File: src/hdl/tpd_pkg.sv
// shared types and constants of the transient peak detector
package tpd_pkg;

	localparam int SAMPLE_W   = 16;
	localparam int ALPHA_W    = 16;
	localparam int WIN_W      = 7;
	localparam int ENERGY_W   = 40;
	localparam int REFR_W     = 13;
	localparam int IDX_W      = 32;
	localparam int CFG_IDX_W  = 2;
	localparam int CFG_DATA_W = 40;
	localparam int MIN_WINDOW = 3;

	localparam logic [ALPHA_W-1:0]  HP_ALPHA_RST  = 16'd64772;
	localparam logic [WIN_W-1:0]    WINDOW_RST    = 7'd43;
	localparam logic [ENERGY_W-1:0] THRESHOLD_RST = 40'd1048576;
	localparam logic [REFR_W-1:0]   REFR_RST      = 13'd1344;

	localparam logic [ENERGY_W-1:0] ENERGY_MAX = {ENERGY_W{1'b1}};

	// result queue
	localparam int OQ_DEPTH = 4;
	localparam int OQ_PTR_W = 2;
	localparam int OQ_CNT_W = 3;

	typedef enum logic [CFG_IDX_W-1:0] {
		REG_HP_ALPHA   = 2'd0,
		REG_WINDOW_LEN = 2'd1,
		REG_THRESHOLD  = 2'd2,
		REG_REFRACTORY = 2'd3
	} cfg_reg_t;

	// control that travels with a sample down the pipeline
	typedef struct packed {
		logic             vld;
		logic             last;
		logic [IDX_W-1:0] idx;
	} stage_t;

	typedef struct packed {
		logic [ENERGY_W-1:0] energy;
		logic [IDX_W-1:0]    idx;
	} out_item_t;

endpackage

File: src/hdl/tpd_region.sv
// detection region tracking and result queue
module tpd_region import tpd_pkg::*; (
	input  logic                clk,
	input  logic                arst_n,
	input  stage_t              st_s4,
	input  logic [ENERGY_W-1:0] e_s4,
	input  logic [ENERGY_W-1:0] energy_threshold,
	input  logic [REFR_W-1:0]   refractory_len,
	output logic                m_tvalid,
	input  logic                m_tready,
	output logic [71:0]         m_tdata,
	output logic [OQ_CNT_W-1:0] oq_count
);

	logic                region_open_q, region_open_n;
	logic [REFR_W-1:0]   region_left_q, region_left_n;
	logic [ENERGY_W-1:0] best_energy_q, best_energy_n;
	logic [IDX_W-1:0]    best_index_q, best_index_n;
	logic                emit;
	logic                push;
	logic                pop;

	out_item_t           oq_mem [OQ_DEPTH];
	logic [OQ_PTR_W-1:0] oq_wr_q, oq_rd_q;
	logic [OQ_CNT_W-1:0] oq_count_q;

	always_comb begin
		region_open_n = region_open_q;
		region_left_n = region_left_q;
		best_energy_n = best_energy_q;
		best_index_n  = best_index_q;
		emit          = 1'b0;
		if (st_s4.vld) begin
			if (region_open_q) begin
				// strict compare keeps the earliest maximum
				if (e_s4 > best_energy_q) begin
					best_energy_n = e_s4;
					best_index_n  = st_s4.idx;
				end
				if (region_left_q != '0) begin
					region_left_n = region_left_q - 1'b1;
				end
				if (region_left_n == '0 || st_s4.last) begin
					emit          = 1'b1;
					region_open_n = 1'b0;
				end
			end else if (st_s4.idx != '0 && !st_s4.last && e_s4 >= energy_threshold) begin
				region_open_n = 1'b1;
				region_left_n = (refractory_len == '0) ? REFR_W'(1) : refractory_len;
				best_energy_n = e_s4;
				best_index_n  = st_s4.idx;
			end
			if (st_s4.last) begin
				region_open_n = 1'b0;
			end
		end
	end

	assign push     = emit;
	assign pop      = m_tvalid && m_tready;
	assign m_tvalid = (oq_count_q != '0);
	assign m_tdata  = oq_mem[oq_rd_q];
	assign oq_count = oq_count_q;

	always_ff @(posedge clk) begin
		if (push) begin
			oq_mem[oq_wr_q] <= '{energy: best_energy_n, idx: best_index_n};
		end
	end

	always_ff @(posedge clk or negedge arst_n) begin
		if (!arst_n) begin
			region_open_q <= 1'b0;
			region_left_q <= '0;
			best_energy_q <= '0;
			best_index_q  <= '0;
			oq_wr_q       <= '0;
			oq_rd_q       <= '0;
			oq_count_q    <= '0;
		end else begin
			region_open_q <= region_open_n;
			region_left_q <= region_left_n;
			best_energy_q <= best_energy_n;
			best_index_q  <= best_index_n;
			if (push) begin
				oq_wr_q <= oq_wr_q + 1'b1;
			end
			if (pop) begin
				oq_rd_q <= oq_rd_q + 1'b1;
			end
			if (push && !pop) begin
				oq_count_q <= oq_count_q + 1'b1;
			end else if (pop && !push) begin
				oq_count_q <= oq_count_q - 1'b1;
			end
		end
	end

`ifndef SYNTH
	a_oq_no_overflow: assert property (@(posedge clk) disable iff (!arst_n)
		push |-> (oq_count_q < OQ_CNT_W'(OQ_DEPTH)) || pop)
		else $error("result queue overflow");
`endif

endmodule

File: config.mk
export PLATFORM = sky130hd
export DESIGN_NAME = tpd_region
export DESIGN_NICKNAME = d
export VERILOG_FILES = /design/src/hdl/tpd_pkg.sv /design/src/hdl/tpd_region.sv
export SDC_FILE = /design/constraint.sdc
export NUM_CORES = 1
export LEC_CHECK = 0
export BUFFER_PORTS_ARGS = -buffer_cell sky130_fd_sc_hd__clkbuf_2
export CORE_MARGIN = 2
export CORE_UTILIZATION = 50
export CTS_BUF_LIST = sky130_fd_sc_hd__clkbuf_4
export CTS_CLUSTER_DIAMETER = 120
export DETAILED_ROUTE_END_ITERATION = 8
export MAX_ROUTING_LAYER = met4
export PLACE_DENSITY = 0.81
export SYNTH_ARGS = -nofsm -noshare
export SYNTH_HDL_FRONTEND = slang
export SYNTH_SLANG_ARGS = --single-unit
File: constraint.sdc
create_clock -name clk -period 5.4 [get_ports clk]
set_clock_uncertainty 0.1 [all_clocks]
set_input_delay 0.81 -clock clk [delete_from_list [all_inputs] [get_ports clk]]
set_output_delay 0.81 -clock clk [all_outputs]
set_load 0.005 [all_outputs]
# Word level (Yosys, flattened, before mapping)
# Memory sizes are Yosys's and may differ from the RTL's.
# Index checks and enable logic that the tools add are counted.
# classes
n_mul,0
add_sub_neg,5
n_shift,0
mux,25
bitwise_logic,0
div_mod_pow,0
magnitude_cmp,2
reduce_logical,17
eq_ne,0
# op_table
cell,count
$mux W40,4
$mux W32,4
$mux W13,6
$ge A40 B40 Y1,1
$gt A40 B40 Y1,1
$reduce_bool A32 Y1,1
$logic_not A13 Y1,2
$reduce_bool A13 Y1,1
$sub A13 B1 Y13 const B,1
$mux W1,9
$mux W3,2
$logic_and A1 B1 Y1,5
$add A2 B1 Y2 const B,2
$reduce_bool A2 Y1,2
$add A3 B1 Y3 const B,1
$logic_not A1 Y1,3
$reduce_bool A3 Y1,1
$sub A3 B1 Y3 const B,1
$reduce_and A2 Y1,1
$logic_or A1 B1 Y1,1
# totals
elab_cells,57
rom_bits,0
mem_bits_rw,288
latch_bits,0
output_inout_bits,76
inputBits,130
mem_count,1
register_bits,93
# memory_table
name,words,width,read_ports,rd_ports_with_merged_regs,wr,line,text
oq_mem,4,72,1,0,1,tpd_region.sv:23,out_item_t oq_mem [OQ_DEPTH];

# Longest topological paths before layout
# depth
depth_word,13
depth_mapped,15
mapped_depth_nobuf,14

# Least setup slack after synthesis
# No wires, ideal clock.
# synth_path
path_kind,register -> register
start,reg region_left_q[4]
end,"mem oq_mem[0][0] (netlist name), enable pin"
synth_period_minus_slack_ns,4.100
setup_ns,0.438
setup_slack_ns,1.300
stages_incl_launch_ff,10
n_path_buf,2
arrival_ns,3.562
required_ns,4.862
path_cell_list,dfrtp_1 -> buf_6 -> nor4_2 -> nand2b_1 -> or2_1 -> mux2i_1 -> nor4_1 -> o21a_1 -> buf_6 -> and2_1
# synth_between
elab_chain_cells,11
elab_cells_between_ends,12
classes_between,add/sub: 1; mux: 8; reduce/logical: 3
# synth_lines
element,line,text
"start, declared",tpd_region.sv:16,"logic [REFR_W-1:0] region_left_q, region_left_n;"
"start signal, assigned",tpd_region.sv:82,region_left_q <= region_left_n;
$sub A13 B1 Y13 or $reduce_bool A13 Y1 (tied branches),"tpd_region.sv:41, tpd_region.sv:40",
$mux W13 (*),tpd_region.sv:40,if (region_left_q != '0) begin
$mux W13 (*),tpd_region.sv:34,if (region_open_q) begin
$mux W13 (*),tpd_region.sv:33,if (st_s4.vld) begin
$logic_not A13 Y1 (*),tpd_region.sv:43,if (region_left_n == '0 || st_s4.last) begin
$logic_or A1 B1 Y1 (*),tpd_region.sv:43,
$mux W1 (*),tpd_region.sv:43,
$mux W1 (*),tpd_region.sv:34,
$mux W1 (*),tpd_region.sv:33,
net emit,tpd_region.sv:19,logic emit;
$mux W1 (*),tpd_region.sv:66,if (push) begin
$mux W1 (implied by the code) (*),tpd_region.sv:67,"oq_mem[oq_wr_q] <= '{energy: best_energy_n, idx: best_index_n};"
"end, declared",tpd_region.sv:23,
# The timed path passes the listed nets; every way through them passes the cells marked *. The select of a mux whose other input is x is not followed.

# Final worst setup path
# layout_path
start,reg oq_rd_q[0]
end,out m_tdata[11]
# layout_between
elab_chain_cells,1
# layout_lines
element,line,text
"start, declared",tpd_region.sv:24,"logic [OQ_PTR_W-1:0] oq_wr_q, oq_rd_q;"
"start signal, assigned",tpd_region.sv:89,oq_rd_q <= oq_rd_q + 1'b1;
$mem_v2 Z4 W72,--,
"end, declared",tpd_region.sv:11,"output logic [71:0] m_tdata,"
# Every way passes these cells.

==> metrics.csv <==
metric,value,unit
slew_headroom,0.334,
finalCriticalPeriod,3.82,ns
cp_max_fo,38,
clock_path_buffers,3,
r2r-start,region_left_q[4]$_DFFE_PN0P_,
gp_congestion,0.889,
tns,0,ns
period_share,0.708,
r2r_cells,8,
cts_buffers,95,
synth_common_cells,"edfxtp_1, dfrtp_1, inv_1",
clk_latency,0.72,ns
yosysTopAreaCellShare,0.510,
syn_area,17000,sq um
cp-end-kind,output pin,
fin_util,0.589,
yosysSeqAreaShare,0.647,
ys_types,63,
drt_iter0_drc,708,
area_growth,16.3,%
routed-via-count,9855,
drive_gt1_frac,0.388,
synth_area_leader_cell,edfxtp_1,
grtUsageTotal,0.216,
status,finished clean,
required,4.49,ns
core_area,33400,sq um
routedWlPerCell,20.2,um
slowest_delay,0.96,ns
synth_area_leaders,"edfxtp_1, dfrtp_1, mux4_2",
hold_viol,0,
setup_viol,0,
nets,1502,
critical_path_buf_inv_count,2,
wirelength,36.6,mm
slew_violations,0,
grt_start_max_net_pins,59,
max_freq,261,MHz
slowest_stage,dfrtp_4,
crit_type,reg -> out,
crit_family,flip-flops,
synth_most_common_cell,edfxtp_1,
clk_pin_slew,0.07,ns
ys_ff_latch,381,
antenna_found_initial,1,
drt_pre_antenna_iters,5,
htree_levels,3,
grt_pass1_vias,10200,
maxCapViolCount,0,
synth_cells,1003,
hold_buffers,0,
syn_nets,1221,
ir_drop,0.335,mV
dp_hpwl,23.6,mm
r2r_end,oq_mem[2][20]$_DFFE_PP_,
dieArea,35400,sq um
grt_pass1_wl,56.6,mm
reg2reg_slack,1.69,ns
power_density,508,nW/um^2
arrival,2.91,ns
rows,67,
cts_root_buffer,clkbuf_4,
drtAntennaViolNets,0,
ys.flop_type,edfxtp_1,
pin_count,206,
worstHoldPathType,in -> async,
die_h,188,um
post-cts-setup-buffers,0,
rsz0062_at_grt,false,
cts_tree,built,
die_w,188,um
async_flop_share,0.244,
gr-total-overflow,0,
synth_edf_count,288,
fill_cells,2595,
cts_resized,0,
drc,0,
crit_chain,buf_4 > mux4_2 > clkbuf_2,
worst_setup_path_start_kind,flop,
yosysWarnings,0,
worstMarginPinSlew,0.999,ns
port_buffers,205,
syn_avg_cell_area,16.9,sq um
via_per_inst,5.44,
start_util,0.507,
cts.sinks,381,
p_leak,7.88,nW
-- final cells by class --
type / count / area, sq um / share of cell area
Sequential cell: 381 / 11000 / 0.557
Multi-Input combinational cell: 497 / 5440 / 0.276
Timing Repair Buffer: 216 / 1170 / 0.0595
Clock buffer: 141 / 1060 / 0.0537
Tap cell: 448 / 561 / 0.0284
Inverter: 93 / 349 / 0.0177
Clock inverter: 33 / 151 / 0.00768
Antenna cell: 1 / 2.50 / 0.000127
-- worst max-delay path by stage --
stage | start | end | slack (ns) | cells after the start
detailed placement | e_s4[39] | oq_mem[1][70]$_DFFE_PP_ | 1.13 | 9
finish | oq_rd_q[0]$_DFFE_PN0P_ | m_tdata[11] | 1.58 | 3
global placement | e_s4[37] | oq_mem[0][70]$_DFFE_PP_ | 1.19 | 9
global route | oq_rd_q[0]$_DFFE_PN0P_ | m_tdata[1] | 1.32 | 3
floorplan | region_left_q[4]$_DFFE_PN0P_ | oq_mem[0][0]$_DFFE_PP_ | 1.30 | 9
CTS | oq_rd_q[0]$_DFFE_PN0P_ | m_tdata[1] | 1.44 | 3
-- worst register-to-register path: stages (launching register included) --
cell and delay [ns]:
dfrtp_1 0.49, nor4_2 0.40, nand2b_1 0.21, or2_1 0.32
mux2i_1 0.15, nor4_1 0.28, o21a_1 0.36, and2_4 0.73
buf_12 0.32
-- layout by cell type (no fill, tap or decap), types with 34 or more instances in the layout --
master | Yosys | layout
inv_1 | 91 | 91
clkbuf_4 | 0 | 141
ha_1 | 87 | 87
nand2_1 | 34 | 34
edfxtp_1 | 288 | 288
clkbuf_2 | 2 | 204
a21oi_1 | 36 | 36
dfrtp_1 | 93 | 91
mux2_4 | 64 | 64
mux4_2 | 72 | 72
-- metrics by stage --
stage	total power [mW]	cell area, sq um	hold WS, ns	cells	setup WS (ns)
after floorplan	6.66	17000	0.377	1003	1.30
after global placement	7.63	18500	0.372	1635	1.19
after detailed placement	7.75	18500	0.399	1635	1.13
after CTS	10.1	19700	0.0615	1809	1.44
after global routing	10.6	19700	0.0942	1810	1.32
final	10.0	19700	0.0927	1810	1.58
-- per-layer routing --
| layer | track usage | vias up | routed length (um) |
|---|---|---|---|
| li1 | - | 4533 | - |
| met1 | 0.289 | 4921 | 16000 |
| met2 | 0.339 | 342 | 17600 |
| met3 | 0.0430 | 59 | 2300 |
| met4 | 0.0654 | 0 | 685 |
| met5 | - | - | 0 |
-- power by group --
group	internal, mW	switching, mW	total [mW]
Sequential	4.08	0.472	4.56
Clock	1.20	1.14	2.35
Combinational	1.59	1.51	3.11
-- logic make-up after synthesis --
| family | share of synthesized area |
|---|---|
| AO/OA/AOI/OAI | 0.0418 |
| XOR/XNOR | 0.00310 |
| adder cells (fa/ha/maj) | 0.0654 |
| buffers and inverters | 0.0325 |
| flip-flops | 0.647 |
| multiplexers | 0.162 |
| AND/OR/NAND/NOR | 0.0477 |
-- flip-flops by register name (all words and copies together) (netlist names) --
| signal | flops |
|---|---|
| region_open_q | 1 |
| oq_wr_q | 2 |
| oq_mem | 288 |
| oq_count | 3 |
| oq_rd_q | 2 |
| region_left_q | 13 |
| best_index_q | 32 |
| best_energy_q | 40 |
Power figures use the tool's default switching activity.
