===== src/hdl/tpd_pkg.sv =====
// shared types and constants of the transient peak detector
package tpd_pkg;

	localparam int SAMPLE_W   = 16;
	localparam int ALPHA_W    = 16;
	localparam int WIN_W      = 7;
	localparam int ENERGY_W   = 40;
	localparam int REFR_W     = 13;
	localparam int IDX_W      = 32;
	localparam int CFG_IDX_W  = 2;
	localparam int CFG_DATA_W = 40;
	localparam int MIN_WINDOW = 3;

	localparam logic [ALPHA_W-1:0]  HP_ALPHA_RST  = 16'd64772;
	localparam logic [WIN_W-1:0]    WINDOW_RST    = 7'd43;
	localparam logic [ENERGY_W-1:0] THRESHOLD_RST = 40'd1048576;
	localparam logic [REFR_W-1:0]   REFR_RST      = 13'd1344;

	localparam logic [ENERGY_W-1:0] ENERGY_MAX = {ENERGY_W{1'b1}};

	// result queue
	localparam int OQ_DEPTH = 4;
	localparam int OQ_PTR_W = 2;
	localparam int OQ_CNT_W = 3;

	typedef enum logic [CFG_IDX_W-1:0] {
		REG_HP_ALPHA   = 2'd0,
		REG_WINDOW_LEN = 2'd1,
		REG_THRESHOLD  = 2'd2,
		REG_REFRACTORY = 2'd3
	} cfg_reg_t;

	// control that travels with a sample down the pipeline
	typedef struct packed {
		logic             vld;
		logic             last;
		logic [IDX_W-1:0] idx;
	} stage_t;

	typedef struct packed {
		logic [ENERGY_W-1:0] energy;
		logic [IDX_W-1:0]    idx;
	} out_item_t;

endpackage


===== src/hdl/tpd_filter.sv =====
// high-pass filter with rounding, saturation and squaring
module tpd_filter import tpd_pkg::*; #(
	parameter int SAMPLE_BITS = 16
) (
	input  logic                        clk,
	input  logic                        arst_n,
	input  logic                        accept,
	input  logic [SAMPLE_W-1:0]         sample,
	input  logic [ALPHA_W-1:0]          hp_alpha,
	input  stage_t                      st_s1,
	input  stage_t                      st_s2,
	output logic [2*(SAMPLE_BITS+1)-1:0] sq_s3
);

	localparam int F_W  = SAMPLE_BITS + 2;
	localparam int D_W  = SAMPLE_BITS + 3;
	localparam int P_W  = D_W + ALPHA_W + 1;
	localparam int R_W  = P_W - 16;
	localparam int SQ_W = 2 * (SAMPLE_BITS + 1);
	localparam int LIM  = (1 << (SAMPLE_BITS + 1)) - 1;

	logic [SAMPLE_W+SAMPLE_BITS-1:0] sample_ext;
	logic signed [SAMPLE_BITS-1:0]   x_s1;
	logic signed [SAMPLE_BITS-1:0]   prior_x_q;
	logic signed [F_W-1:0]           prior_f_q;
	logic signed [F_W-1:0]           f_s2;
	logic signed [D_W-1:0]           d;
	logic signed [P_W-1:0]           prod;
	logic signed [P_W-1:0]           prod_rnd;
	logic signed [R_W-1:0]           f_rnd;
	logic signed [F_W-1:0]           f;
	logic signed [2*F_W-1:0]         sq_full;

	// only the low SAMPLE_BITS bits of the field carry the sample
	assign sample_ext = {{SAMPLE_BITS{1'b0}}, sample};

	assign d        = D_W'(prior_f_q) + D_W'(x_s1) - D_W'(prior_x_q);
	assign prod     = P_W'($signed({1'b0, hp_alpha})) * P_W'(d);
	assign prod_rnd = prod + P_W'(32768);
	assign f_rnd    = $signed(prod_rnd[P_W-1:16]);

	always_comb begin
		if (st_s1.idx == '0) begin
			f = '0;
		end else if (f_rnd > LIM) begin
			f = F_W'(LIM);
		end else if (f_rnd < -LIM) begin
			f = F_W'(-LIM);
		end else begin
			f = F_W'(f_rnd);
		end
	end

	assign sq_full = (2*F_W)'(f_s2) * (2*F_W)'(f_s2);

	always_ff @(posedge clk) begin
		if (accept) begin
			x_s1 <= $signed(sample_ext[SAMPLE_BITS-1:0]);
		end
		if (st_s1.vld) begin
			f_s2 <= f;
		end
		if (st_s2.vld) begin
			sq_s3 <= sq_full[SQ_W-1:0];
		end
	end

	always_ff @(posedge clk or negedge arst_n) begin
		if (!arst_n) begin
			prior_x_q <= '0;
			prior_f_q <= '0;
		end else if (st_s1.vld) begin
			// a new recording starts from a clean filter
			if (st_s1.last) begin
				prior_x_q <= '0;
				prior_f_q <= '0;
			end else begin
				prior_x_q <= x_s1;
				prior_f_q <= f;
			end
		end
	end

endmodule


===== config.mk =====
export PLATFORM = sky130hd
export DESIGN_NAME = tpd_filter
export DESIGN_NICKNAME = d
export VERILOG_FILES = /design/src/hdl/tpd_pkg.sv /design/src/hdl/tpd_filter.sv
export SDC_FILE = /design/constraint.sdc
export NUM_CORES = 2
export LEC_CHECK = 0
export BUFFER_PORTS_ARGS = -buffer_cell sky130_fd_sc_hd__buf_2
export CAP_MARGIN = 15
export CORE_MARGIN = 3
export CORE_UTILIZATION = 30
export DETAILED_ROUTE_END_ITERATION = 10
export GPL_TIMING_DRIVEN = 0
export SLEW_MARGIN = 5
export SYNTH_ARGS = -nofsm -noshare
export SYNTH_HDL_FRONTEND = slang
export SYNTH_SLANG_ARGS = --single-unit

===== constraint.sdc =====
create_clock -name clk -period 14.4 [get_ports clk]
set_input_delay 1.44 -clock clk [delete_from_list [all_inputs] [get_ports clk]]
set_output_delay 1.44 -clock clk [all_outputs]
set_load 0.02 [all_outputs]

; ---- After elaboration in Yosys (flattened, before gate mapping)
; Cells that the tools add are included.
[word_totals]
out_inout_bits = 34
inputBits = 103
wordCells = 18
reg_bits = 102
[classes]
muxes = 5
multipliers = 2
addsub = 3
n_lt_le_gt_ge = 2
n_reduce_logical = 1
[ops]
columns = cell, n
row1 = two-way mux 18 bit, 4
row2 = adder 36 x 17 -> 36 bit (second input constant), 1
row3 = multiplier 17 x 19 -> 36 bit, 1
row4 = multiplier 18 x 18 -> 34 bit, 1
row5 = zero test 32 bit, 1
row6 = > comparator 20 x 18 -> 1 bit (second input constant), 1
row7 = less-than comparator 20 x 18 -> 1 bit (second input constant), 1
row8 = adder 18 x 16 -> 19 bit, 1
row9 = subtractor 19 x 16 -> 19 bit, 1
row10 = two-way mux 16 bit, 1

; ---- Logic depth before layout (Yosys ltp)
[depth]
depth_word = 9
ltp_mapped = 41
ltp_nobuf = 37

; ---- Least setup slack after synthesis
; Ideal clock, no wire load.
[synth_timing]
kind = flip-flop to flip-flop
start = register x_s1[1]
end = register f_s2[4], data pin
setup_time_ns = 0.275
t_required_ns = 14.125
path_buffers = 4
stages_incl_launch_ff = 40
period_less_slack_ns = 9.976
setup_slack_ns = 4.424
arrival_time_ns = 9.701
path_cell_list = edfxtp_1 -> inv_1 -> fa_1 -> inv_1 -> fa_1 -> a21o_1 -> a21oi_1 -> o21bai_1 -> a21oi_1 -> o21ai_0 -> a211oi_1 -> o31ai_1 -> o41ai_1 -> xnor2_1 -> clkbuf_1 -> and2_1 -> fa_1 -> fa_1 -> (+4 left out) -> a21o_1 -> fa_1 -> fa_1 -> inv_1 -> fa_1 -> inv_1 -> ha_1 -> a21o_1 -> a21o_1 -> a21o_1 -> a21oi_1 -> nand2b_1 -> or3_4 -> a2111oi_4 -> nand3_2 -> a21oi_4 -> buf_6 -> nor3_1
[synth_via]
elab_chain_len = 8
word_cells_on_any_way = 9
cone_classes = add/sub: 3 / mul: 1 / order compare: 2 / mux: 3
[synth_rtl]
columns = item, line
row1 = from (decl), tpd_filter.sv:23  ; logic signed [SAMPLE_BITS-1:0] x_s1;
row2 = from (signal assigned), tpd_filter.sv:58  ; x_s1 <= $signed(sample_ext[SAMPLE_BITS-1:0]);
row3 = adder 18 x 16 -> 19 bit (*), tpd_filter.sv:37  ; assign d = D_W'(prior_f_q) + D_W'(x_s1) - D_W'(prior_x_q);
row4 = subtractor 19 x 16 -> 19 bit (*), tpd_filter.sv:37
row5 = multiplier 17 x 19 -> 36 bit (*), tpd_filter.sv:38  ; assign prod = P_W'($signed({1'b0, hp_alpha})) * P_W'(d);
row6 = adder 36 x 17 -> 36 bit (*), tpd_filter.sv:39  ; assign prod_rnd = prod + P_W'(32768);
row7 = less-than comparator 20 x 18 -> 1 bit, tpd_filter.sv:47  ; end else if (f_rnd < -LIM) begin
row8 = two-way mux 18 bit, tpd_filter.sv:47
row9 = two-way mux 18 bit (*), tpd_filter.sv:45  ; end else if (f_rnd > LIM) begin
row10 = two-way mux 18 bit (*), tpd_filter.sv:43  ; if (st_s1.idx == '0) begin
row11 = via f[4], tpd_filter.sv:31  ; logic signed [F_W-1:0] f;
row12 = to (signal assigned), tpd_filter.sv:61  ; f_s2 <= f;
row13 = to (decl), tpd_filter.sv:26  ; logic signed [F_W-1:0] f_s2;
; Mark *: on every way through the listed nets, which the timed path passes. The rest lies on a longest branch.
; A chain may end at the register's enable or synchronous reset.

; ---- Final worst setup path
[layout_timing]
start = register prior_f_q[0]
end = register f_s2[0], data pin
[layout_via]
elab_chain_len = 8
word_cells_on_any_way = 9
cone_classes = add/sub: 3 / mul: 1 / order compare: 2 / mux: 3
[layout_rtl]
columns = item, line
row1 = from (decl), tpd_filter.sv:25  ; logic signed [F_W-1:0] prior_f_q;
row2 = from (signal assigned), tpd_filter.sv:71  ; prior_f_q <= '0;
row3 = from (signal assigned), tpd_filter.sv:76  ; prior_f_q <= '0;
row4 = from (signal assigned), tpd_filter.sv:79  ; prior_f_q <= f;
row5 = adder 18 x 16 -> 19 bit (*), tpd_filter.sv:37
row6 = subtractor 19 x 16 -> 19 bit (*), tpd_filter.sv:37
row7 = multiplier 17 x 19 -> 36 bit (*), tpd_filter.sv:38
row8 = adder 36 x 17 -> 36 bit (*), tpd_filter.sv:39
row9 = less-than comparator 20 x 18 -> 1 bit, tpd_filter.sv:47
row10 = two-way mux 18 bit, tpd_filter.sv:47
row11 = two-way mux 18 bit (*), tpd_filter.sv:45
row12 = two-way mux 18 bit (*), tpd_filter.sv:43
row13 = via f[0], tpd_filter.sv:31
; Marked as above.

==> qor.csv <==
stage,metric,value,unit
routing,top layer in use,met5,
critical_path,Critical Path End Type,flip-flop,
floorplanning,Die X,307,um
synthesis,synth unique cells,73,
cells_and_area,Area Overhead vs Synth,8.21,%
clock_network,htree depth,3,
clock_network,cts hold-fix bufs,0,
routing,routed wl met2,30.8,mm
timing,Setup-failing EPs final,0,
timing,crit share post-route,79.8,%
routing,number of DRC markers in iteration 0,1080,
timing,Clock Skews,0.0148,ns
floorplanning,die area,94500,um^2
timing,"Slew Viols, Final",0,
placed_design,Routability Congestion,0.866,
critical_path,Critical Path AT,11.62,ns
routing,post-route ant nets,0,
cells_and_area,most frequent cells in the layout,"838 x inv_1, 603 x fa_1, 240 x nand2_1",
critical_path,worst path bufs/invs,7,
critical_path,WP data required,14.53,ns
outcome,status,"finished, final reports clean",
clock_network,"Reg clk slew, reported paths",0.09,ns
floorplanning,Core Footprint,89200,um^2
routing,WL met1,29.2,mm
synthesis,Synth Cell Area,27300,um^2
cells_and_area,share of layout cells above drive strength 1,4.45,%
synthesis,Ys Warns,0,
routing,Vias/cell,4.46,
timing,minimum clock period,11.50,ns
timing,Fin Setup TNS,0,ns
floorplanning,I/O pin total,137,
critical_path,Levels on crit path,39,
global_route,grt ovf,0,
synthesis,biggest area consumer among synthesized cells,fa_1,
clock_network,Post-CTS Setup Inserts,0,
synthesis,register area share after synthesis,10.5,%
hold_path,HP Class,reg2reg,
clock_network,CTS buffer count,9,
routing,via count,18500,
timing,Final Hold Viols,0,
run,# Max-Cap Violations,0,
cells_and_area,fin util,33.1,%
clock_network,Post-CTS Resized,0,
critical_path,CP startpoint kind,flip-flop,
synthesis,#FFs+latches synth,101,
global_route,initial antenna violation count,3,
timing,unrepaired setup endpoints after global routing,no,
synthesis,Post-synth top flop,edfxtp_1,
critical_path,FF-to-FF path depth,39,
global_route,vias in the first global route,19900,
hold_path,Hold Crit Depth,2,
clock_network,Clock Path Buffers,2,
cells_and_area,# nets final,3913,
synthesis,ys async rst share,33.7,%
global_route,first-pass GRT wire length,107,mm
timing,Max transition margin,24.5,%
critical_path,Max stage delay on crit path,0.63,ns
critical_path,Critical Path Most Common Cell,fa_1,
cells_and_area,diodes inserted,0,
critical_path,Worst path top cell family by delay,adder cells,
floorplanning,Starting Density,30.6,%
clock_network,Skew-Pair Late Insertion Delay,0.40,ns
critical_path,CP max-delay cell,fa_1,
timing,Worst-Margin Slew,1.10,ns
floorplanning,Die Span Y,307,um
routing,First-pass DRT Iterations,5,
global_route,largest net degree at the start of global routing,35,
clock_network,clk sink count,101,
clock_network,CTS tree,done,
routing,DR DRC count,0,
synthesis,post-synth top area share,44.3,%
routing,met3 wire len,3.23,mm
floorplanning,row cnt,109,
global_route,total track usage,14.3,%
synthesis,synthesized instance count,2880,
placed_design,PortBufs,91,
cells_and_area,"leading cell type in the layout, fill and taps excluded",inv_1,
synthesis,synthesized net count,3811,
synthesis,Synth area leaders,"fa_1 44%, inv_1 12%, ha_1 10%, edfxtp_1 7.4%, and2_1 5.3%",
synthesis,"EDFF count, synth",67,
critical_path,CP Max Fanout,10,
critical_path,critical path class,reg2reg,
routing,WL final,64.3,mm
clock_network,clk root buf,clkbuf_16,
synthesis,Mean Syn Cell Area,9.47,um^2
timing,FMAX,87.0,MHz
placed_design,hpwl dp,55.7,mm
routing,DR WL/cell,15.5,um
[Yosys cell counts, types with 3 or more instances]
cell and number:
a211o_1 3, a211oi_1 11, a21boi_0 3, a21o_1 30, a21oi_1 56, a31oi_1 3, and2_1 232, and3_1 7
and3b_1 8, buf_1 6, buf_2 3, clkbuf_1 79, dfrtp_1 34, edfxtp_1 67, fa_1 603, ha_1 225
inv_1 838, nand2_1 240, nand2b_1 18, nand3_1 17, nand3b_1 27, nand4_1 4, nor2_1 58, nor2b_1 15
nor3_1 40, nor3b_1 3, nor4_1 11, o21a_1 11, o21ai_0 41, o21ai_1 4, o21ba_2 3, o21bai_1 7
o22ai_1 20, o31ai_1 9, or3_1 10, or4_1 4, xnor2_1 56, xor2_1 28
[per-layer routing]
metal  vias up  GRT usage (%)
li1       8735              -
met1      9310           19.4
met2       423           24.4
met3        55           1.78
met4         2           3.03
met5         -              0
[layout make-up]
type / instances / area, um^2
Sequential cell: 101 / 2860
Multi-Input combinational cell: 1849 / 20900
Buffer: 92 / 365
Fill cell: 9236 / 59700
Timing Repair Buffer: 91 / 455
Inverter: 838 / 3150
Clock buffer: 9 / 225
Tap cell: 1165 / 1460
Clock inverter: 7 / 98.8
[sequential cells by signal, indices dropped and copies added (netlist names)]
signal / flops
sq_s3: 33
prior_x_q: 16
x_s1: 16
f_s2: 18
prior_f_q: 18
[per-stage QoR]
stage	worst slack, ns	instance area, um^2	hold slack [ns]	instances
after floorplan	4.42	27300	0.424	2880
after global placement	3.03	29200	0.502	4136
after detailed placement	2.95	29200	0.515	4136
after CTS	2.90	29500	0.524	4152
after global routing	2.02	29500	0.564	4152
final	2.90	29500	0.518	4152
[worst min-delay path, delay by kind of cell, from the launching register on]
kind | cells | cell delay, ns
AO/OA/AOI/OAI | 1 | 0.06
AND/OR/NAND/NOR | 1 | 0.07
flip-flops | 1 | 0.35
[path summary, 6_finish.rpt]
check                        startpoint            end  slack [ns]
max in group asynchronous        arst_n  prior_f_q[13]       12.73
min in group asynchronous        arst_n   prior_x_q[4]        1.12
setup reg to reg           prior_f_q[0]        f_s2[0]        2.90
hold reg to reg                 x_s1[1]   prior_x_q[1]        0.52
setup / recovery           prior_f_q[0]        f_s2[0]        2.90
hold / removal                  x_s1[1]   prior_x_q[1]        0.52
[cell families after synthesis]
family	count (synthesis)	share of synthesized area [%]
AO/OA/AOI/OAI	230	5.69
XOR/XNOR	85	2.78
adder cells (fa/ha/maj)	828	54.6
buffers and inverters	930	12.9
flip-flops	101	10.5
multiplexers	2	0.0826
other	1	0.0138
AND/OR/NAND/NOR	703	13.5
Power is not shown: default switching activity piles up to over one toggle a cycle in this logic, so the estimate is an artifact.
