### config.mk
export PLATFORM = sky130hd
export DESIGN_NAME = tpd_energy
export DESIGN_NICKNAME = d
export VERILOG_FILES = /design/src/hdl/tpd_pkg.sv /design/src/hdl/tpd_energy.sv
export SDC_FILE = /design/constraint.sdc
export NUM_CORES = 2
export LEC_CHECK = 0
export BUFFER_PORTS_ARGS = -buffer_cell sky130_fd_sc_hd__buf_2
export CORE_ASPECT_RATIO = 0.5
export CORE_MARGIN = 3
export CORE_UTILIZATION = 63
export CTS_CLUSTER_SIZE = 10
export DETAILED_ROUTE_END_ITERATION = 10
export GPL_ROUTABILITY_DRIVEN = 0
export GPL_TIMING_DRIVEN = 0
export PLACE_DENSITY = 0.88
export SKIP_CTS_REPAIR_TIMING = 1
export SYNTH_ARGS = -nofsm -noshare
export SYNTH_HDL_FRONTEND = slang
export SYNTH_SLANG_ARGS = --single-unit
### constraint.sdc
create_clock -name clk -period 5.1 [get_ports clk]
set_input_delay 0.51 -clock clk [delete_from_list [all_inputs] [get_ports clk]]
set_output_delay 0.51 -clock clk [all_outputs]
set_load 0.005 [all_outputs]
### src/hdl/tpd_pkg.sv
// shared types and constants of the transient peak detector
package tpd_pkg;

	localparam int SAMPLE_W   = 16;
	localparam int ALPHA_W    = 16;
	localparam int WIN_W      = 7;
	localparam int ENERGY_W   = 40;
	localparam int REFR_W     = 13;
	localparam int IDX_W      = 32;
	localparam int CFG_IDX_W  = 2;
	localparam int CFG_DATA_W = 40;
	localparam int MIN_WINDOW = 3;

	localparam logic [ALPHA_W-1:0]  HP_ALPHA_RST  = 16'd64772;
	localparam logic [WIN_W-1:0]    WINDOW_RST    = 7'd43;
	localparam logic [ENERGY_W-1:0] THRESHOLD_RST = 40'd1048576;
	localparam logic [REFR_W-1:0]   REFR_RST      = 13'd1344;

	localparam logic [ENERGY_W-1:0] ENERGY_MAX = {ENERGY_W{1'b1}};

	// result queue
	localparam int OQ_DEPTH = 4;
	localparam int OQ_PTR_W = 2;
	localparam int OQ_CNT_W = 3;

	typedef enum logic [CFG_IDX_W-1:0] {
		REG_HP_ALPHA   = 2'd0,
		REG_WINDOW_LEN = 2'd1,
		REG_THRESHOLD  = 2'd2,
		REG_REFRACTORY = 2'd3
	} cfg_reg_t;

	// control that travels with a sample down the pipeline
	typedef struct packed {
		logic             vld;
		logic             last;
		logic [IDX_W-1:0] idx;
	} stage_t;

	typedef struct packed {
		logic [ENERGY_W-1:0] energy;
		logic [IDX_W-1:0]    idx;
	} out_item_t;

endpackage

### src/hdl/tpd_energy.sv
// square memory with running window sum and re-summation sweep
module tpd_energy import tpd_pkg::*; #(
	parameter int MAX_WINDOW  = 64,
	parameter int SAMPLE_BITS = 16
) (
	input  logic                         clk,
	input  logic                         arst_n,
	input  logic                         accept,
	input  stage_t                       st_s1,
	input  stage_t                       st_s3,
	input  logic [WIN_W-1:0]             window_len,
	input  logic                         sweep_start,
	input  logic [WIN_W-1:0]             sweep_len,
	input  logic [2*(SAMPLE_BITS+1)-1:0] sq_s3,
	output logic [ENERGY_W-1:0]          e_s4,
	output logic                         busy
);

	localparam int SQ_W  = 2 * (SAMPLE_BITS + 1);
	localparam int SUM_W = SQ_W + $clog2(MAX_WINDOW + 1);
	localparam int PTR_W = $clog2(MAX_WINDOW);
	localparam int W_W   = $clog2(MAX_WINDOW + 1);
	localparam int CMP_W = (SUM_W > ENERGY_W) ? SUM_W : ENERGY_W;

	function automatic logic [W_W-1:0] clamp_win(input logic [WIN_W-1:0] v);
		logic [W_W-1:0] r;
		if (32'(v) < MIN_WINDOW) begin
			r = W_W'(MIN_WINDOW);
		end else if (32'(v) > MAX_WINDOW) begin
			r = W_W'(MAX_WINDOW);
		end else begin
			r = W_W'(v);
		end
		return r;
	endfunction

	logic [SQ_W-1:0]       line_mem [MAX_WINDOW];
	logic [MAX_WINDOW-1:0] line_vld_q;
	logic [SQ_W-1:0]       rd_q;
	logic                  rd_vld_q;
	logic [PTR_W-1:0]      ptr_q;
	logic [PTR_W-1:0]      wa_s1, wa_s2, wa_s3;
	logic [SQ_W-1:0]       old_s2, old_s3;
	logic [SUM_W-1:0]      sum_q;
	logic [SUM_W-1:0]      sum_next;
	logic [CMP_W-1:0]      sum_ext;
	logic [W_W-1:0]        w_cur;
	logic [PTR_W+1:0]      ra_sum;
	logic [PTR_W-1:0]      ra_item;
	logic [PTR_W-1:0]      ra;
	logic                  re;
	logic                  we;
	logic [W_W-1:0]        sweep_left_q;
	logic [PTR_W-1:0]      sweep_addr_q;
	logic                  sweep_pend_q;
	logic [PTR_W-1:0]      ptr_prev;

	assign w_cur = clamp_win(window_len);

	// entry that drops out of the window: ptr - w, wrapped
	always_comb begin
		ra_sum = (PTR_W+2)'(ptr_q) + (PTR_W+2)'(MAX_WINDOW) - (PTR_W+2)'(w_cur);
		if (ra_sum >= (PTR_W+2)'(MAX_WINDOW)) begin
			ra_sum = ra_sum - (PTR_W+2)'(MAX_WINDOW);
		end
		ra_item = ra_sum[PTR_W-1:0];
	end

	assign ptr_prev = (ptr_q == '0) ? PTR_W'(MAX_WINDOW - 1) : ptr_q - 1'b1;

	assign re   = accept || (sweep_left_q != '0);
	assign ra   = accept ? ra_item : sweep_addr_q;
	assign we   = st_s3.vld && !st_s3.last;
	assign busy = (sweep_left_q != '0) || sweep_pend_q;

	assign sum_next = sum_q + SUM_W'(sq_s3) - SUM_W'(old_s3);
	assign sum_ext  = CMP_W'(sum_next);

	always_ff @(posedge clk) begin
		if (we) begin
			line_mem[wa_s3] <= sq_s3;
		end
		if (re) begin
			rd_q     <= line_mem[ra];
			rd_vld_q <= line_vld_q[ra];
		end
		if (accept) begin
			wa_s1 <= ptr_q;
		end
		if (st_s1.vld) begin
			wa_s2  <= wa_s1;
			old_s2 <= rd_vld_q ? rd_q : '0;
		end
		wa_s3  <= wa_s2;
		old_s3 <= old_s2;
		if (st_s3.vld) begin
			e_s4 <= (sum_ext > CMP_W'(ENERGY_MAX)) ? ENERGY_MAX : sum_ext[ENERGY_W-1:0];
		end
	end

	always_ff @(posedge clk or negedge arst_n) begin
		if (!arst_n) begin
			line_vld_q   <= '0;
			ptr_q        <= '0;
			sum_q        <= '0;
			sweep_left_q <= '0;
			sweep_addr_q <= '0;
			sweep_pend_q <= 1'b0;
		end else begin
			// end of recording empties the whole line at once
			if (st_s1.vld && st_s1.last) begin
				line_vld_q <= '0;
			end else if (we) begin
				line_vld_q[wa_s3] <= 1'b1;
			end

			if (accept) begin
				ptr_q <= (ptr_q == PTR_W'(MAX_WINDOW - 1)) ? '0 : ptr_q + 1'b1;
			end else if (st_s1.vld && st_s1.last) begin
				ptr_q <= '0;
			end

			if (sweep_start) begin
				sum_q        <= '0;
				sweep_left_q <= clamp_win(sweep_len);
				sweep_addr_q <= ptr_prev;
				sweep_pend_q <= 1'b0;
			end else begin
				if (sweep_left_q != '0) begin
					sweep_left_q <= sweep_left_q - 1'b1;
					sweep_addr_q <= (sweep_addr_q == '0) ? PTR_W'(MAX_WINDOW - 1)
						: sweep_addr_q - 1'b1;
					sweep_pend_q <= 1'b1;
				end else begin
					sweep_pend_q <= 1'b0;
				end
				if (sweep_pend_q) begin
					sum_q <= sum_q + (rd_vld_q ? SUM_W'(rd_q) : '0);
				end else if (st_s3.vld) begin
					sum_q <= st_s3.last ? '0 : sum_next;
				end
			end
		end
	end

`ifndef SYNTH
	a_no_accept_in_sweep: assert property (@(posedge clk) disable iff (!arst_n)
		accept |-> !busy)
		else $error("sample taken during window re-summation");
`endif

endmodule

==> results of run 1 <==
Yosys cell counts (19+ instances only):
cell type / number
edfxtp_1: 2297
mux4_2: 560
nand2_1: 397
and2_1: 213
clkbuf_1: 210
a211oi_1: 202
inv_1: 168
a21oi_1: 166
nor2_1: 139
dfrtp_1: 125
ha_1: 91
a31oi_1: 79
a311oi_1: 72
o21a_1: 70
o21ai_0: 60
buf_2: 54
xnor2_1: 53
buf_1: 51
a21o_1: 42
dfxtp_1: 40
fa_1: 36
nand3_1: 27
nand2b_1: 26
xor2_1: 26
nor3_1: 20
nand4_1: 19
cell families after synthesis:
| family | synth area share [%] |
|---|---|
| flops | 72.9 |
| mux | 12.7 |
| simple gates | 4.24 |
| fa+ha+maj | 1.86 |
| buf+inv | 1.91 |
| compound gates | 5.67 |
| xor+xnor | 0.692 |
routing by layer:
layer / GRT overflow / track usage, %
met5: 0 / 46.5
met1: 0 / 61.9
met3: 3 / 57.9
met4: 12 / 58.6
met2: 4 / 75.3
through the flow:
stage                     cell area [µm²]  TNS [ns]
after floorplan                    100000         0
after detailed placement           105000   -344.50
after global placement             103000  -2735.82
after CTS                          113000    -96.28
==> results.md, run 1 <==
- Status: aborted with a tool error
- Stopping stage: global routing
- Stop Error: [ERROR GRT-0232] Routing congestion too high. Check the congestion heatmap in the GUI.
- Post-synth top area share: 69.0%
- Placed cell count: 7687
- Worst End Pin Type: register data pin
- Yosys warns: 0
- Mean post-synth cell area: 18.4 µm²
- Die W: 569 µm
- Initial Util: 64.0%
- Global Route Usage Sum: 64.0%
- Register area share after synthesis: 72.9%
- Post-synth EDFFs: 2297
- H-tree levels: 5
- Syn_nets: 5686
- Unique masters post-synth: 75
- Post-synthesis register bit count: 2462
- Syn Inst Count: 5439
- Num ports: 161
- I/O Buffers: 95
- Die Height: 288 µm
- Worst setup endpoint GRT: rd_q[31]$_DFFE_PP_/D
- DP HPWL: 194000 µm
- # rows: 102
- Clock root cell: clkbuf_16
- Clock Sinks: 2462
- Initial antenna violation count: 86
- Yosys top cell by area: edfxtp_1
- Most common flop cell mapped by yosys: edfxtp_1
- Syn Std Cell Area: 100000 µm²
- Num CTS Buffers: 296
- Asr flop ratio synth: 5.08%
- Setup Slack @ Placement: -2.04 ns
- Global route overflow: 19
- Clock Path Buffers: 4
- Largest cells by area after synthesis: edfxtp_1, mux4_2, dfrtp_1
- Pin count of the biggest net entering global routing: 85
==> run 2: changes to the inputs <==
- CORE_ASPECT_RATIO: 0.5 -> default
- CORE_UTILIZATION: 63 -> 40
- CTS_CLUSTER_SIZE: 10 -> default
- PLACE_DENSITY: 0.88 -> default
- PLACE_DENSITY_LB_ADDON: default -> 0.15
==> run 2 against run 1 <==
Against the previous run:
- the flow now finishes, with violations (negative hold slack)
- synthesized cell count stayed put
- area after synthesis stayed put
==> results.md, run 2 <==
- Status: finished, violations left
- Failing checks: negative hold slack
- Post-synthesis register bit count: 2462 (unchanged)
- Via/cell ratio: 5.68
- CTS tree: done
- Clock Latency Late Sink: 0.92 ns
- Power Total: 65.1 mW
- Average wire per standard cell: 30.5 µm
- Clock Sinks: 2462 (unchanged)
- Top Registers: line_mem x2176, line_vld_q x64, sum_q x41
- Final Hold Viols: 1
- Dpl cell area: 107000 µm² (+1.9%)
- Min Tclk post-route: 5.06 ns
- Die Height: 506 µm (+76%)
- Maximum vdd ir drop: 0.000380 V
- Syn Inst Count: 5439 (unchanged)
- Routed Wire Length: 288000 µm
- Post-synth EDFFs: 2297 (unchanged)
- H-tree levels: 5 (unchanged)
- Most common flop cell mapped by yosys: edfxtp_1
- Setup Slack @ Placement: -1.53 ns (+0.515 ns)
- Final WS setup: 0.0361 ns
- Critical path class: reg2reg
- Syn-to-layout area delta: 17.0%
- Pwr Density: 557 nW/µm²
- Worst-path fanout max: 10
- CP arrival: 5.74 ns
- Critical path required time: 5.78 ns
- Initial DRC Count: 6063
- Die area: 256000 µm²
- Most frequent cell after synthesis: edfxtp_1
- Yosys warns: 0 (unchanged)
- Share of cells above drive strength 1: 24.6%
- Met2 WL: 135000 µm
- Register area share after synthesis: 72.9% (unchanged)
- Slew @ Worst Pin: 1.44 ns
- First-pass GRT wire length: 407000 µm
- Met3 WL: 20100 µm
- Largest register FFs: 2176
- Max-slew violations: 0
- WL met1: 124000 µm
- Initial antenna violation count: 23
- Num ports: 161 (unchanged)
- Worst setup SP type: register
- Final nets: 6173
- Worst Hold Class: in2reg
- Core area: 247000 µm²
- DP HPWL: 197000 µm (+1.5%)
- Worst slew margin: 3.70%
- Total iterations of the first detailed-routing run: 6
- Lkg Pwr: 38.2 nW
- Syn_nets: 5686 (unchanged)
- Yosys top cell by area: edfxtp_1
- Post-synth top cells: edfxtp_1, mux4_2, nand2_1
- Asr flop ratio synth: 5.08% (unchanged)
- Mean post-synth cell area: 18.4 µm² (unchanged)
- Most common cell after layout, fill and taps aside: edfxtp_1
- Final period utilization: 99.3%
- Commonest cells after routing, fill and taps aside: edfxtp_1, mux4_2, nand2_1, clkbuf_16, clkbuf_1
- Max layer used: met5
- Num CTS Buffers: 281 (-5.1%)
- Unique masters post-synth: 75 (unchanged)
- Routed via count: 53700
- Vias in the first global route: 54000
- Top reg by flops: line_mem
- Die W: 506 µm (-11%)
- FMAX: 197 MHz
- # rows: 182 (+78%)
- Path depth of the worst reg2reg path: 17
- Global Route Usage Sum: 22.3%
- Global route overflow: 0
- Post-synth top area share: 69.0% (unchanged)
- Pin count of the biggest net entering global routing: 66
- Initial Util: 40.4% (-24 points)
- RSZ-0062 raised after global routing: yes
- Largest cells by area after synthesis: edfxtp_1, mux4_2, dfrtp_1
- Maximum Capacitance Violations: 0
- Final setup viols: 0
- Clk slew on worst S/H paths: 0.06 ns
- I/O Buffers: 95 (unchanged)
- Clock Path Buffers: 4 (unchanged)
- Post-route cell area: 117000 µm²
- Clock root cell: clkbuf_16
- Syn Std Cell Area: 100000 µm² (unchanged)
- Hold Path Stages: 5
- Crit end category: register
- Hold Worst Slack: -0.0336 ns
- Number of remaining DRC errors: 0
- Skew final: 0.0514 ns
- Post-route antenna net violation count: 0
[run 2: cell counts after synthesis]
No cell type changed its count.
[run 2: kinds of logic after synthesis]
group                      after synthesis  synth area share, %
DFF                                   2462                 72.9
and+or+nand+nor                        897                 4.24
adders and majority gates              127                 1.86
buffers and inverters                  486                 1.91
xor gates and xnor gates                79                0.692
AOI/OAI and AO/OA                      818                 5.67
muxes                                  570                 12.7
[run 2: worst paths after layout]
| kind | start | to | slack [ns] |
|---|---|---|---|
| max | ptr_q[0]$_DFFE_PN0P_ | rd_q[27]$_DFFE_PP_ | 0.04 |
| min | sweep_len[1] | sweep_left_q[1]$_DFFE_PN0P_ | -0.03 |
| max reg2reg | ptr_q[0]$_DFFE_PN0P_ | rd_q[27]$_DFFE_PP_ | 0.04 |
| min reg2reg | old_s2[33]$_SDFFCE_PN0P_ | old_s3[33]$_DFF_P_ | 0.33 |
| max in group asynchronous | arst_n | line_vld_q[15]$_DFFE_PN0P_ | 3.95 |
| min in group asynchronous | arst_n | sum_q[40]$_DFFE_PN0P_ | 0.17 |
[run 2: where the power goes]
group | internal [mW] | leakage (nW) | total [mW] | switching [mW]
registers | 23.2 | 22.8 | 23.6 | 0.403
clock network | 11.3 | 4.19 | 19.1 | 7.85
logic | 7.37 | 11.2 | 22.5 | 15.1
[run 2: critical path, stage by stage (launching register included)]
cell and delay [ns]:
dfrtp_1 0.37, clkbuf_1 0.29, inv_1 0.16, ha_1 0.26, fa_1 0.44, inv_1 0.07
a21o_1 0.11, a21oi_1 0.07, xnor2_1 0.16, mux2i_4 0.30, buf_12 0.22, clkbuf_2 0.37
buf_12 0.23, clkbuf_2 0.36, a211oi_2 0.11, a31oi_1 0.55, a211oi_2 0.26, a21oi_1 0.37
[run 2: through the flow]
stage	TNS [ns]	cells	hold slack, ns	util [%]
2_1_floorplan	0	5439	0.214	-
3_3_place_gp	-3909.95	8846	0.323	42.3
3_5_place_dp	-380.68	8939	0.327	43.3
4_1_cts	-41.26	9411	-0.460	46.8
5_1_grt	-0.146	9429	0.00565	47.3
6_report	0	9438	-0.0336	47.3
[run 2: per-layer routing]
metal | vias to the layer above | GRT usage [%]
met4 | 6 | 7.38
met5 | - | 0
met1 | 28400 | 31.8
met3 | 399 | 4.00
met2 | 1945 | 34.7
li1 | 22900 | -
[run 2: area by class of cell]
type                       count  area [µm²]
fill                       21000      130000
inverter                     168         631
clock buffer                 355        7590
multi-input combinational   2491       26500
sequential                  2462       72900
clock inverter               117         955
timing repair buffer         205        2740
tap                         3312        4140
antenna                       11        27.5
buffer                       317        1510
No activity file was read; power rests on OpenSTA's default activity.
